## src/hdl/cbq_pkg.sv

```systemverilog
// ----------------------------------------------------------------------------
// cbq_pkg
// Shared codes and fixed formats of the cascaded biquad filter core.
// ----------------------------------------------------------------------------
`default_nettype none
package cbq_pkg;

	localparam logic [1:0] FUNC_FILTER = 2'd0;
	localparam logic [1:0] FUNC_COEF   = 2'd1;
	localparam logic [1:0] FUNC_CLEAR  = 2'd2;
	localparam logic [1:0] FUNC_UNUSED = 2'd3;

	localparam int SLOTS = 6;
	localparam logic [2:0] SLOT_GAIN = 3'd0;
	localparam logic [2:0] SLOT_B0   = 3'd1;
	localparam logic [2:0] SLOT_B1   = 3'd2;
	localparam logic [2:0] SLOT_B2   = 3'd3;
	localparam logic [2:0] SLOT_A1   = 3'd4;
	localparam logic [2:0] SLOT_A2   = 3'd5;

	localparam int ACC_WIDTH = 40;
	localparam int GB_WIDTH  = 24;
	localparam int FRAC      = 16;
	localparam int HALF      = 1 << (FRAC - 1);

endpackage
`default_nettype wire

```

## src/hdl/cbq_coef_ram.sv

```systemverilog
// ----------------------------------------------------------------------------
// cbq_coef_ram
// Coefficient store, one write port, one registered read port.
// ----------------------------------------------------------------------------
`default_nettype none
module cbq_coef_ram #(
	parameter int DEPTH = 48,
	parameter int WIDTH = 20,
	parameter int AW    = 6
) (
	input  wire logic             clk,
	input  wire logic             we,
	input  wire logic [AW-1:0]    waddr,
	input  wire logic [WIDTH-1:0] wdata,
	input  wire logic [AW-1:0]    raddr,
	output logic      [WIDTH-1:0] rdata
);

	logic [WIDTH-1:0] mem [DEPTH];

	always_ff @(posedge clk) begin
		if (we) begin
			mem[waddr] <= wdata;
		end
		rdata <= mem[raddr];
	end

endmodule
`default_nettype wire

```

## src/hdl/cbq_state_ram.sv

```systemverilog
// ----------------------------------------------------------------------------
// cbq_state_ram
// Section delay state store; per-entry valid bits let one clear empty all entries.
// ----------------------------------------------------------------------------
`default_nettype none
module cbq_state_ram #(
	parameter int DEPTH = 16,
	parameter int WIDTH = 40,
	parameter int AW    = 4
) (
	input  wire logic             clk,
	input  wire logic             arst_n,
	input  wire logic             clr,
	input  wire logic             we,
	input  wire logic [AW-1:0]    waddr,
	input  wire logic [WIDTH-1:0] wdata,
	input  wire logic [AW-1:0]    raddr,
	output logic      [WIDTH-1:0] rdata
);

	logic [WIDTH-1:0] mem [DEPTH];
	logic [DEPTH-1:0] valid_q;
	logic [WIDTH-1:0] rd_q;
	logic             rd_valid_q;

	always_ff @(posedge clk or negedge arst_n) begin
		if (!arst_n) begin
			valid_q    <= '0;
			rd_valid_q <= 1'b0;
		end else begin
			rd_valid_q <= valid_q[raddr];
			if (clr) begin
				valid_q <= '0;
			end else if (we) begin
				valid_q[waddr] <= 1'b1;
			end
		end
	end

	always_ff @(posedge clk) begin
		if (we) begin
			mem[waddr] <= wdata;
		end
		rd_q <= mem[raddr];
	end

	// entries never written since the last clear read as zero
	assign rdata = rd_valid_q ? rd_q : '0;

endmodule
`default_nettype wire

```

## src/hdl/cbq_mult.sv

```systemverilog
// ----------------------------------------------------------------------------
// cbq_mult
// Shared signed multiplier with registered product.
// ----------------------------------------------------------------------------
`default_nettype none
module cbq_mult #(
	parameter int AW = 24,
	parameter int BW = 20
) (
	input  wire logic                 clk,
	input  wire logic signed [AW-1:0] a,
	input  wire logic signed [BW-1:0] b,
	output logic signed [AW+BW-1:0]   p
);

	always_ff @(posedge clk) begin
		p <= (AW+BW)'(a) * (AW+BW)'(b);
	end

endmodule
`default_nettype wire

```

## src/hdl/cascaded_biquad_iir_filter_core.sv

```systemverilog
// ----------------------------------------------------------------------------
// cascaded_biquad_iir_filter_core
// Cascade of transposed direct form II biquads over one shared multiplier.
// ----------------------------------------------------------------------------
// Input channel s_*: s_tuser carries func (0 filter, 1 coefficient write,
// 2 clear state). A filter transaction returns one result on m_*; coefficient
// writes and clears return nothing and complete in the accept cycle.
// Each section runs one sequence of steps on one multiplier: six coefficient
// reads and two state reads from memories with one registered read port,
// eight products, two state write-backs. A sample runs this sequence once
// for each of N sections, N being active_sections; the next transaction is
// taken from the cycle after the result is loaded into the output register.
// cfg_wr_en/cfg_wr_data set active_sections (0 acts as 1, values above
// MAX_SECTIONS as MAX_SECTIONS); write only while idle.
// Reset sets active_sections to 1 and zeroes all delay state; coefficients
// are undefined until written. If m_tready stays low, the finished result
// waits in the output register and the core holds the next result until it
// is taken.
// ----------------------------------------------------------------------------
`default_nettype none
module cascaded_biquad_iir_filter_core #(
	parameter int MAX_SECTIONS = 8,
	parameter int SAMPLE_WIDTH = 16,
	parameter int COEF_WIDTH   = 20,
	localparam int IN_BITS  = SAMPLE_WIDTH + 6 + COEF_WIDTH,
	localparam int IN_DW    = ((IN_BITS + 7) / 8) * 8,
	localparam int OUT_DW   = ((SAMPLE_WIDTH + 7) / 8) * 8
) (
	input  wire logic              clk,
	input  wire logic              arst_n,
	input  wire logic              cfg_wr_en,
	input  wire logic [3:0]        cfg_wr_data,
	input  wire logic              s_tvalid,
	output logic                   s_tready,
	// sample_in, coef_section, coef_slot, coef_value
	input  wire logic [IN_DW-1:0]  s_tdata,
	// func
	input  wire logic [1:0]        s_tuser,
	output logic                   m_tvalid,
	input  wire logic              m_tready,
	// sample_out
	output logic [OUT_DW-1:0]      m_tdata,
	// saturated
	output logic                   m_tuser
);

	localparam int SW    = SAMPLE_WIDTH;
	localparam int CW    = COEF_WIDTH;
	localparam int ACCW  = cbq_pkg::ACC_WIDTH;
	localparam int GBW   = cbq_pkg::GB_WIDTH;
	localparam int FR    = cbq_pkg::FRAC;
	localparam int MA    = (GBW > CW) ? GBW : CW;
	localparam int MB    = (CW > SW) ? CW : SW;
	localparam int PW    = MA + MB;
	localparam int SUMW  = ((PW > ACCW) ? PW : ACCW) + 2;
	localparam int RW    = ((PW > FR + GBW) ? PW : FR + GBW) + 1;
	localparam int YW    = ((ACCW > FR + SW) ? ACCW : FR + SW) + 1;
	localparam int SECW  = (MAX_SECTIONS > 1) ? $clog2(MAX_SECTIONS) : 1;
	localparam int ACTW  = $clog2(MAX_SECTIONS + 1);
	localparam int CDEP  = MAX_SECTIONS * cbq_pkg::SLOTS;
	localparam int CAW   = $clog2(CDEP);
	localparam int SDEP  = 2 * MAX_SECTIONS;
	localparam int SAW   = SECW + 1;

	localparam logic [1:0] ST_IDLE = 2'd0;
	localparam logic [1:0] ST_RUN  = 2'd1;
	localparam logic [1:0] ST_DONE = 2'd2;

	localparam logic [3:0] K_RD_G   = 4'd0;
	localparam logic [3:0] K_RD_B0  = 4'd1;
	localparam logic [3:0] K_MUL_B0 = 4'd2;
	localparam logic [3:0] K_MUL_B1 = 4'd3;
	localparam logic [3:0] K_MUL_B2 = 4'd4;
	localparam logic [3:0] K_MUL_X0 = 4'd5;
	localparam logic [3:0] K_MUL_X1 = 4'd6;
	localparam logic [3:0] K_MUL_X2 = 4'd7;
	localparam logic [3:0] K_MUL_A1 = 4'd8;
	localparam logic [3:0] K_MUL_A2 = 4'd9;
	localparam logic [3:0] K_WR_S1  = 4'd10;

	logic [1:0]             state_q;
	logic [3:0]             step_q;
	logic [SECW-1:0]        sec_q;
	logic [ACTW-1:0]        act_q;
	logic signed [SW-1:0]   x_q;
	logic signed [SW-1:0]   y_q;
	logic                   clip_q;
	logic signed [CW-1:0]   g_q;
	logic signed [CW-1:0]   a1_q;
	logic signed [CW-1:0]   a2_q;
	logic signed [GBW-1:0]  gb0_q;
	logic signed [GBW-1:0]  gb1_q;
	logic signed [GBW-1:0]  gb2_q;
	logic signed [ACCW-1:0] s0_q;
	logic signed [ACCW-1:0] s1_q;
	logic signed [SUMW-1:0] t0_q;
	logic signed [SUMW-1:0] t1_q;
	logic                   out_valid_q;
	logic [SW-1:0]          out_q;
	logic                   out_sat_q;

	logic                   in_acc;
	logic signed [SW-1:0]   in_sample;
	logic [2:0]             in_sec;
	logic [2:0]             in_slot;
	logic [CW-1:0]          in_val;
	logic                   last_sec;
	logic                   out_free;

	logic                   coef_we;
	logic [CAW-1:0]         coef_waddr;
	logic [CAW-1:0]         coef_raddr;
	logic [CW-1:0]          coef_rdata;
	logic [2:0]             rd_slot;

	logic                   st_we;
	logic [SAW-1:0]         st_waddr;
	logic [SAW-1:0]         st_raddr;
	logic [ACCW-1:0]        st_wdata;
	logic [ACCW-1:0]        st_rdata;

	logic signed [MA-1:0]   mul_a;
	logic signed [MB-1:0]   mul_b;
	logic signed [PW-1:0]   prod;

	logic signed [RW-1:0]   gsum;
	logic signed [GBW-1:0]  gb_sat;
	logic signed [ACCW-1:0] acc;
	logic signed [YW-1:0]   ysum;
	logic signed [SW-1:0]   y_sat;
	logic                   y_clip;
	logic signed [ACCW-1:0] s_new;

	function automatic logic signed [ACCW-1:0] sat_acc(input logic signed [SUMW-1:0] v);
		logic [SUMW-ACCW:0] top;
		top = v[SUMW-1:ACCW-1];
		if ((&top) || !(|top)) begin
			return v[ACCW-1:0];
		end
		return v[SUMW-1] ? {1'b1, {(ACCW-1){1'b0}}} : {1'b0, {(ACCW-1){1'b1}}};
	endfunction

	assign in_sample = s_tdata[SW-1:0];
	assign in_sec    = s_tdata[SW+2:SW];
	assign in_slot   = s_tdata[SW+5:SW+3];
	assign in_val    = s_tdata[SW+6+CW-1:SW+6];

	assign s_tready = (state_q == ST_IDLE);
	assign in_acc   = s_tvalid && s_tready;
	assign last_sec = (int'(sec_q) + 1 >= int'(act_q));
	assign out_free = !out_valid_q || m_tready;

	assign coef_we = in_acc && (s_tuser == cbq_pkg::FUNC_COEF) &&
		(int'(in_sec) < MAX_SECTIONS) && (int'(in_slot) < cbq_pkg::SLOTS);
	assign coef_waddr = CAW'(int'(in_sec) * cbq_pkg::SLOTS + int'(in_slot));

	always_comb begin
		case (step_q)
			K_RD_G:   rd_slot = cbq_pkg::SLOT_GAIN;
			K_RD_B0:  rd_slot = cbq_pkg::SLOT_B0;
			K_MUL_B0: rd_slot = cbq_pkg::SLOT_B1;
			K_MUL_B1: rd_slot = cbq_pkg::SLOT_B2;
			K_MUL_B2: rd_slot = cbq_pkg::SLOT_A1;
			K_MUL_X0: rd_slot = cbq_pkg::SLOT_A2;
			default:  rd_slot = cbq_pkg::SLOT_GAIN;
		endcase
	end
	assign coef_raddr = CAW'(int'(sec_q) * cbq_pkg::SLOTS + int'(rd_slot));

	cbq_coef_ram #(.DEPTH(CDEP), .WIDTH(CW), .AW(CAW)) u_coef (
		.clk   (clk),
		.we    (coef_we),
		.waddr (coef_waddr),
		.wdata (in_val),
		.raddr (coef_raddr),
		.rdata (coef_rdata)
	);

	assign st_raddr = {sec_q, (step_q != K_RD_G)};
	assign st_we    = (state_q == ST_RUN) && ((step_q == K_MUL_A2) || (step_q == K_WR_S1));
	assign st_waddr = {sec_q, (step_q == K_WR_S1)};
	assign st_wdata = s_new;

	cbq_state_ram #(.DEPTH(SDEP), .WIDTH(ACCW), .AW(SAW)) u_state (
		.clk    (clk),
		.arst_n (arst_n),
		.clr    (in_acc && (s_tuser == cbq_pkg::FUNC_CLEAR)),
		.we     (st_we),
		.waddr  (st_waddr),
		.wdata  (st_wdata),
		.raddr  (st_raddr),
		.rdata  (st_rdata)
	);

	always_comb begin
		mul_a = '0;
		mul_b = '0;
		case (step_q) inside
			K_MUL_B0, K_MUL_B1, K_MUL_B2: begin
				mul_a = MA'(g_q);
				mul_b = MB'($signed(coef_rdata));
			end
			K_MUL_X0: begin
				mul_a = MA'(gb0_q);
				mul_b = MB'(x_q);
			end
			K_MUL_X1: begin
				mul_a = MA'(gb1_q);
				mul_b = MB'(x_q);
			end
			K_MUL_X2: begin
				mul_a = MA'(gb2_q);
				mul_b = MB'(x_q);
			end
			K_MUL_A1: begin
				mul_a = MA'(a1_q);
				mul_b = MB'(y_q);
			end
			K_MUL_A2: begin
				mul_a = MA'(a2_q);
				mul_b = MB'(y_q);
			end
			default: begin
				mul_a = '0;
				mul_b = '0;
			end
		endcase
	end

	cbq_mult #(.AW(MA), .BW(MB)) u_mult (
		.clk (clk),
		.a   (mul_a),
		.b   (mul_b),
		.p   (prod)
	);

	// g*b rounded to Q.16 and clipped to the effective numerator width
	always_comb begin
		logic [RW-FR-GBW:0] gtop;
		gsum = RW'(prod) + RW'(cbq_pkg::HALF);
		gtop = gsum[RW-1:FR+GBW-1];
		if ((&gtop) || !(|gtop)) begin
			gb_sat = gsum[FR+GBW-1:FR];
		end else begin
			gb_sat = gsum[RW-1] ? {1'b1, {(GBW-1){1'b0}}} : {1'b0, {(GBW-1){1'b1}}};
		end
	end

	// section output: acc = gb0*x + s0, then round to the sample format
	always_comb begin
		logic [YW-FR-SW:0] ytop;
		acc  = sat_acc(SUMW'(prod) + SUMW'(s0_q));
		ysum = YW'(acc) + YW'(cbq_pkg::HALF);
		ytop = ysum[YW-1:FR+SW-1];
		if ((&ytop) || !(|ytop)) begin
			y_sat  = ysum[FR+SW-1:FR];
			y_clip = 1'b0;
		end else begin
			y_sat  = ysum[YW-1] ? {1'b1, {(SW-1){1'b0}}} : {1'b0, {(SW-1){1'b1}}};
			y_clip = 1'b1;
		end
	end

	assign s_new = sat_acc(((step_q == K_WR_S1) ? t1_q : t0_q) - SUMW'(prod));

	always_ff @(posedge clk or negedge arst_n) begin
		if (!arst_n) begin
			state_q     <= ST_IDLE;
			step_q      <= K_RD_G;
			sec_q       <= '0;
			act_q       <= ACTW'(1);
			out_valid_q <= 1'b0;
		end else begin
			if (cfg_wr_en) begin
				if (cfg_wr_data == 4'd0) begin
					act_q <= ACTW'(1);
				end else if (int'(cfg_wr_data) > MAX_SECTIONS) begin
					act_q <= ACTW'(MAX_SECTIONS);
				end else begin
					act_q <= ACTW'(cfg_wr_data);
				end
			end
			if (out_valid_q && m_tready) begin
				out_valid_q <= 1'b0;
			end
			unique case (state_q)
				ST_IDLE: begin
					if (in_acc && (s_tuser == cbq_pkg::FUNC_FILTER)) begin
						state_q <= ST_RUN;
						step_q  <= K_RD_G;
						sec_q   <= '0;
					end
				end
				ST_RUN: begin
					if (step_q == K_WR_S1) begin
						step_q <= K_RD_G;
						if (last_sec) begin
							state_q <= ST_DONE;
						end else begin
							sec_q <= sec_q + SECW'(1);
						end
					end else begin
						step_q <= step_q + 4'd1;
					end
				end
				ST_DONE: begin
					if (out_free) begin
						out_valid_q <= 1'b1;
						state_q     <= ST_IDLE;
					end
				end
				default: state_q <= ST_IDLE;
			endcase
		end
	end

	always_ff @(posedge clk) begin
		if (in_acc && (s_tuser == cbq_pkg::FUNC_FILTER)) begin
			x_q    <= in_sample;
			clip_q <= 1'b0;
		end
		if (state_q == ST_RUN) begin
			case (step_q)
				K_RD_B0: begin
					g_q  <= $signed(coef_rdata);
					s0_q <= $signed(st_rdata);
				end
				K_MUL_B0: s1_q  <= $signed(st_rdata);
				K_MUL_B1: gb0_q <= gb_sat;
				K_MUL_B2: gb1_q <= gb_sat;
				K_MUL_X0: begin
					gb2_q <= gb_sat;
					a1_q  <= $signed(coef_rdata);
				end
				K_MUL_X1: begin
					a2_q   <= $signed(coef_rdata);
					y_q    <= y_sat;
					clip_q <= clip_q | y_clip;
				end
				K_MUL_X2: t0_q <= SUMW'(prod) + SUMW'(s1_q);
				K_MUL_A1: t1_q <= SUMW'(prod);
				K_WR_S1:  x_q  <= y_q;
				default: ;
			endcase
		end
		if ((state_q == ST_DONE) && out_free) begin
			out_q     <= x_q;
			out_sat_q <= clip_q;
		end
	end

	assign m_tvalid = out_valid_q;
	assign m_tdata  = OUT_DW'(out_q);
	assign m_tuser  = out_sat_q;

endmodule
`default_nettype wire
```

## config.mk

```make
export PLATFORM = sky130hd
export DESIGN_NAME = cascaded_biquad_iir_filter_core
export DESIGN_NICKNAME = d
export VERILOG_FILES = /design/src/hdl/cbq_pkg.sv /design/src/hdl/cbq_coef_ram.sv /design/src/hdl/cbq_state_ram.sv /design/src/hdl/cbq_mult.sv /design/src/hdl/cascaded_biquad_iir_filter_core.sv
export SDC_FILE = /design/constraint.sdc
export NUM_CORES = 2
export LEC_CHECK = 0
export BUFFER_PORTS_ARGS = -buffer_cell sky130_fd_sc_hd__buf_4
export CAP_MARGIN = 20
export CORE_ASPECT_RATIO = 0.8
export CORE_MARGIN = 3
export CORE_UTILIZATION = 40
export CTS_CLUSTER_DIAMETER = 30
export DETAILED_ROUTE_END_ITERATION = 10
export GPL_TIMING_DRIVEN = 1
export PLACE_DENSITY_LB_ADDON = 0.25
export RECOVER_POWER = 25
export SYNTH_ARGS = -nofsm -noshare
export SYNTH_HDL_FRONTEND = slang
export SYNTH_SLANG_ARGS = --single-unit
```

## constraint.sdc

```tcl
create_clock -name clk -period 13.5 [get_ports clk]
set_input_delay 2.7 -clock clk [delete_from_list [all_inputs] [get_ports clk]]
set_output_delay 2.7 -clock clk [all_outputs]
set_load 0.1 [all_outputs]
```

==> impl_results.md <==
- Total Routing Usage GR: 20.6%
- Layout cell share with drive strength beyond 1: 19.3%
- CTS tree: done
- First-pass DRT Iterations: 8
- Critical path class: reg -> reg
- Multi-input gate area: 0.0394 mm²
- Slowest stage cell, crit path: nand2_1
- Status: finished with violations
- Skew final: 0.0955 ns
- Core ar.: 0.257 mm²
- Worst EP arrival: 11.27 ns
- Most used cell, CP: fa_1
- Reg-to-reg critical path startpoint: step_q[1]
- Mapped Avg Cell Area: 15.2 µm²
- Max Clk Rate: 95.0 MHz
- Initial antenna violation count: 19
- Critical path peak fanout: 37
- Worst-path clk slew: 0.06 ns
- Ys async rst share: 1.49%
- Area share of the largest cell type after synthesis: 56.0%
- R2r endpoint: u_mult.p[41]
- Req. time, crit path: 14.24 ns
- Syn. warnings: 0
- Via count: 60100
- Hold Crit Start: x_q[11]
- Synth area leaders: edfxtp_1, mux4_2, fa_1
- Worst path max stage delay: 0.67 ns
- CTS sink cnt: 2086
- Post-synthesis cell area: 0.104 mm²
- Hold crit path type: reg -> reg
- Row Count: 166
- Failing checks: max-capacitance violations, max-slew violations
- Average wire per standard cell: 25.1 µm
- Delay-heaviest family, CP: adder cells
- Post-synthesis sequential area ratio: 59.1%
- Final ANT Viol Nets: 0
- Nets: 7945
- Fin Setup TNS: 0 ns
- Hold Vio Cnt, Final: 0
- Synthesized flop and latch total: 2086
- Commonest non-fill, non-tap cell in the layout: edfxtp_1
- Iter 0 DRT Violations: 6046
- Vias per inst: 5.52
- Fill cell count: 22000
- Latest clock arrival within the worst-skew pair: 0.89 ns
- Worst r2r path cells: 31
- Die height: 462 µm
- Worst path bufs/invs: 4
- First-pass GRT wire length: 407000 µm
- Count of different cell masters after synthesis: 96
- Total wire length: 273000 µm
- Setup violators final: 0
- # hold bufs at CTS: 0
- Post-CTS setup buffer count: 0
- FF-to-FF setup slack: 2.97 ns
- Initial Util: 40.4%
- Worst Hold End: m_tdata[11]
- Area growth syn-to-layout: 17.6%
- Tightest Pin Transition: 2.77 ns
- I/O Buffers: 71
- # IOs: 78
- CTS Buf Count: 368
- Post-detail-place hpwl: 175000 µm
- Die Span X: 575 µm
- Vias in the first global route: 61200
- Cell taking the most area after synthesis: edfxtp_1
- Gr ovfl total: 0
- Htree depth: 5
- Final GP Congestion: 0.889
- Largest net degree at the start of global routing: 141
- Post-layout minimum cycle time: 10.53 ns
- RSZ-0062 raised after global routing: no
- Clock buffer depth: 4
- Cts repair resizes: 0
- Critical Path Start Type: flip-flop
- Count of pins over their slew limit: 1251
- Post-synth EDFFs: 1934
- Max-Cap Viols: 28
- Die area: 0.266 mm²
- Most frequent cells in the layout: edfxtp_1, inv_1, nand2_1
- Slew margin rel.: -84.6%
- Post-Syn Nets: 7635
- Drt drc: 0
- Final period util: 78.0%
- Seq. cell area: 0.0613 mm²
- Post-Syn Instances: 6812
- Hold path depth: 0
- Root Driver: clkbuf_16
- Crit. End Element: flip-flop
- Post-synth top flop: edfxtp_1
[routing by layer]
layer,up-vias,track usage [%],part of all wire [%]
met5,-,0,0.031
met4,14,4.57,2.0
met3,388,3.87,7.9
met2,2305,30.9,45
met1,31400,31.1,45
li1,25900,-,-
[cells in the mapped netlist (29+ instances only)]
| cell | count |
|---|---|
| a21oi_1 | 235 |
| and3_1 | 37 |
| o21ai_0 | 157 |
| nor3_1 | 46 |
| dfrtp_1 | 30 |
| xnor2_1 | 147 |
| edfxtp_1 | 1934 |
| a22oi_1 | 30 |
| nand3_1 | 78 |
| nor2b_1 | 41 |
| buf_1 | 52 |
| mux4_2 | 505 |
| inv_1 | 644 |
| nand2_1 | 565 |
| dfxtp_1 | 121 |
| a21o_1 | 107 |
| fa_1 | 498 |
| nor2_1 | 429 |
| mux2i_1 | 44 |
| and2_1 | 62 |
| nand2b_1 | 62 |
| xor2_1 | 43 |
| o21a_1 | 78 |
| clkbuf_1 | 225 |
| ha_1 | 266 |
| nand4_1 | 29 |
[worst max path at each step]
| stage | from | to | cells past startpoint |
|---|---|---|---|
| 2_1_floorplan | step_q[0] | u_mult.p[41] | 33 |
| 3_3_place_gp | step_q[1] | u_mult.p[41] | 27 |
| 3_5_place_dp | step_q[1] | u_mult.p[41] | 27 |
| 4_1_cts | step_q[1] | u_mult.p[41] | 27 |
| 5_1_grt | step_q[1] | u_mult.p[41] | 31 |
| 6_report | step_q[1] | u_mult.p[41] | 31 |
[registers in the layout, indices dropped and copies added (netlist names), 20 cells and up]
register      cells
a1_q             20
a2_q             20
g_q              20
gb0_q            24
gb1_q            24
gb2_q            24
s0_q             40
s1_q             40
t0_q             45
t1_q             44
u_coef.mem      960
u_coef.rdata     20
u_mult.p         44
u_state.mem     640
u_state.rd_q     40
[worst register-to-register path: cells and delay by family (launching register included)]
kind | cells | cell delay, ns
fa+ha+maj | 8 | 3.92
simple gates | 9 | 2.70
xor+xnor | 1 | 0.16
mux | 1 | 0.17
compound gates | 8 | 2.20
buf+inv | 4 | 0.66
flops | 1 | 0.64
[through the flow]
| stage | cell area [µm²] | util, % | cells | hold slack (ns) | setup slack, ns |
|---|---|---|---|---|---|
| 6_report | 122000 | 47.5 | 10900 | 0.471 | 2.97 |
| 5_1_grt | 122000 | 47.5 | 10900 | 0.491 | 2.57 |
| 4_1_cts | 122000 | 47.5 | 10900 | 0.472 | 3.01 |
| 3_5_place_dp | 109000 | 42.5 | 10200 | 0.460 | 3.02 |
| 3_3_place_gp | 109000 | 42.5 | 10200 | 0.461 | 3.05 |
| 2_1_floorplan | 104000 | - | 6812 | 0.408 | 4.60 |
[cell type report]
class	instances	share of cell area, %
antenna	5	0.0103
clock buffer	441	7.98
clock inverter	241	2.54
inverter	645	1.99
multi-input combinational	3794	32.3
sequential	2086	50.2
tap	3444	3.53
timing repair buffer	227	1.39
[kinds of logic (layout without fill, tap and decap cells)]
logic type	count (synthesis)	in the layout	share of synthesized area, %
other cells	0	5	0
fa+ha+maj	764	764	12.8
simple gates	1427	1427	6.15
compound gates	854	854	5.45
buf+inv	932	1554	3.41
mux	557	557	11.5
xor+xnor	192	192	1.65
flops	2086	2086	59.1
Power is not shown: default switching activity piles up to over one toggle a cycle in this logic, so the estimate is an artifact.
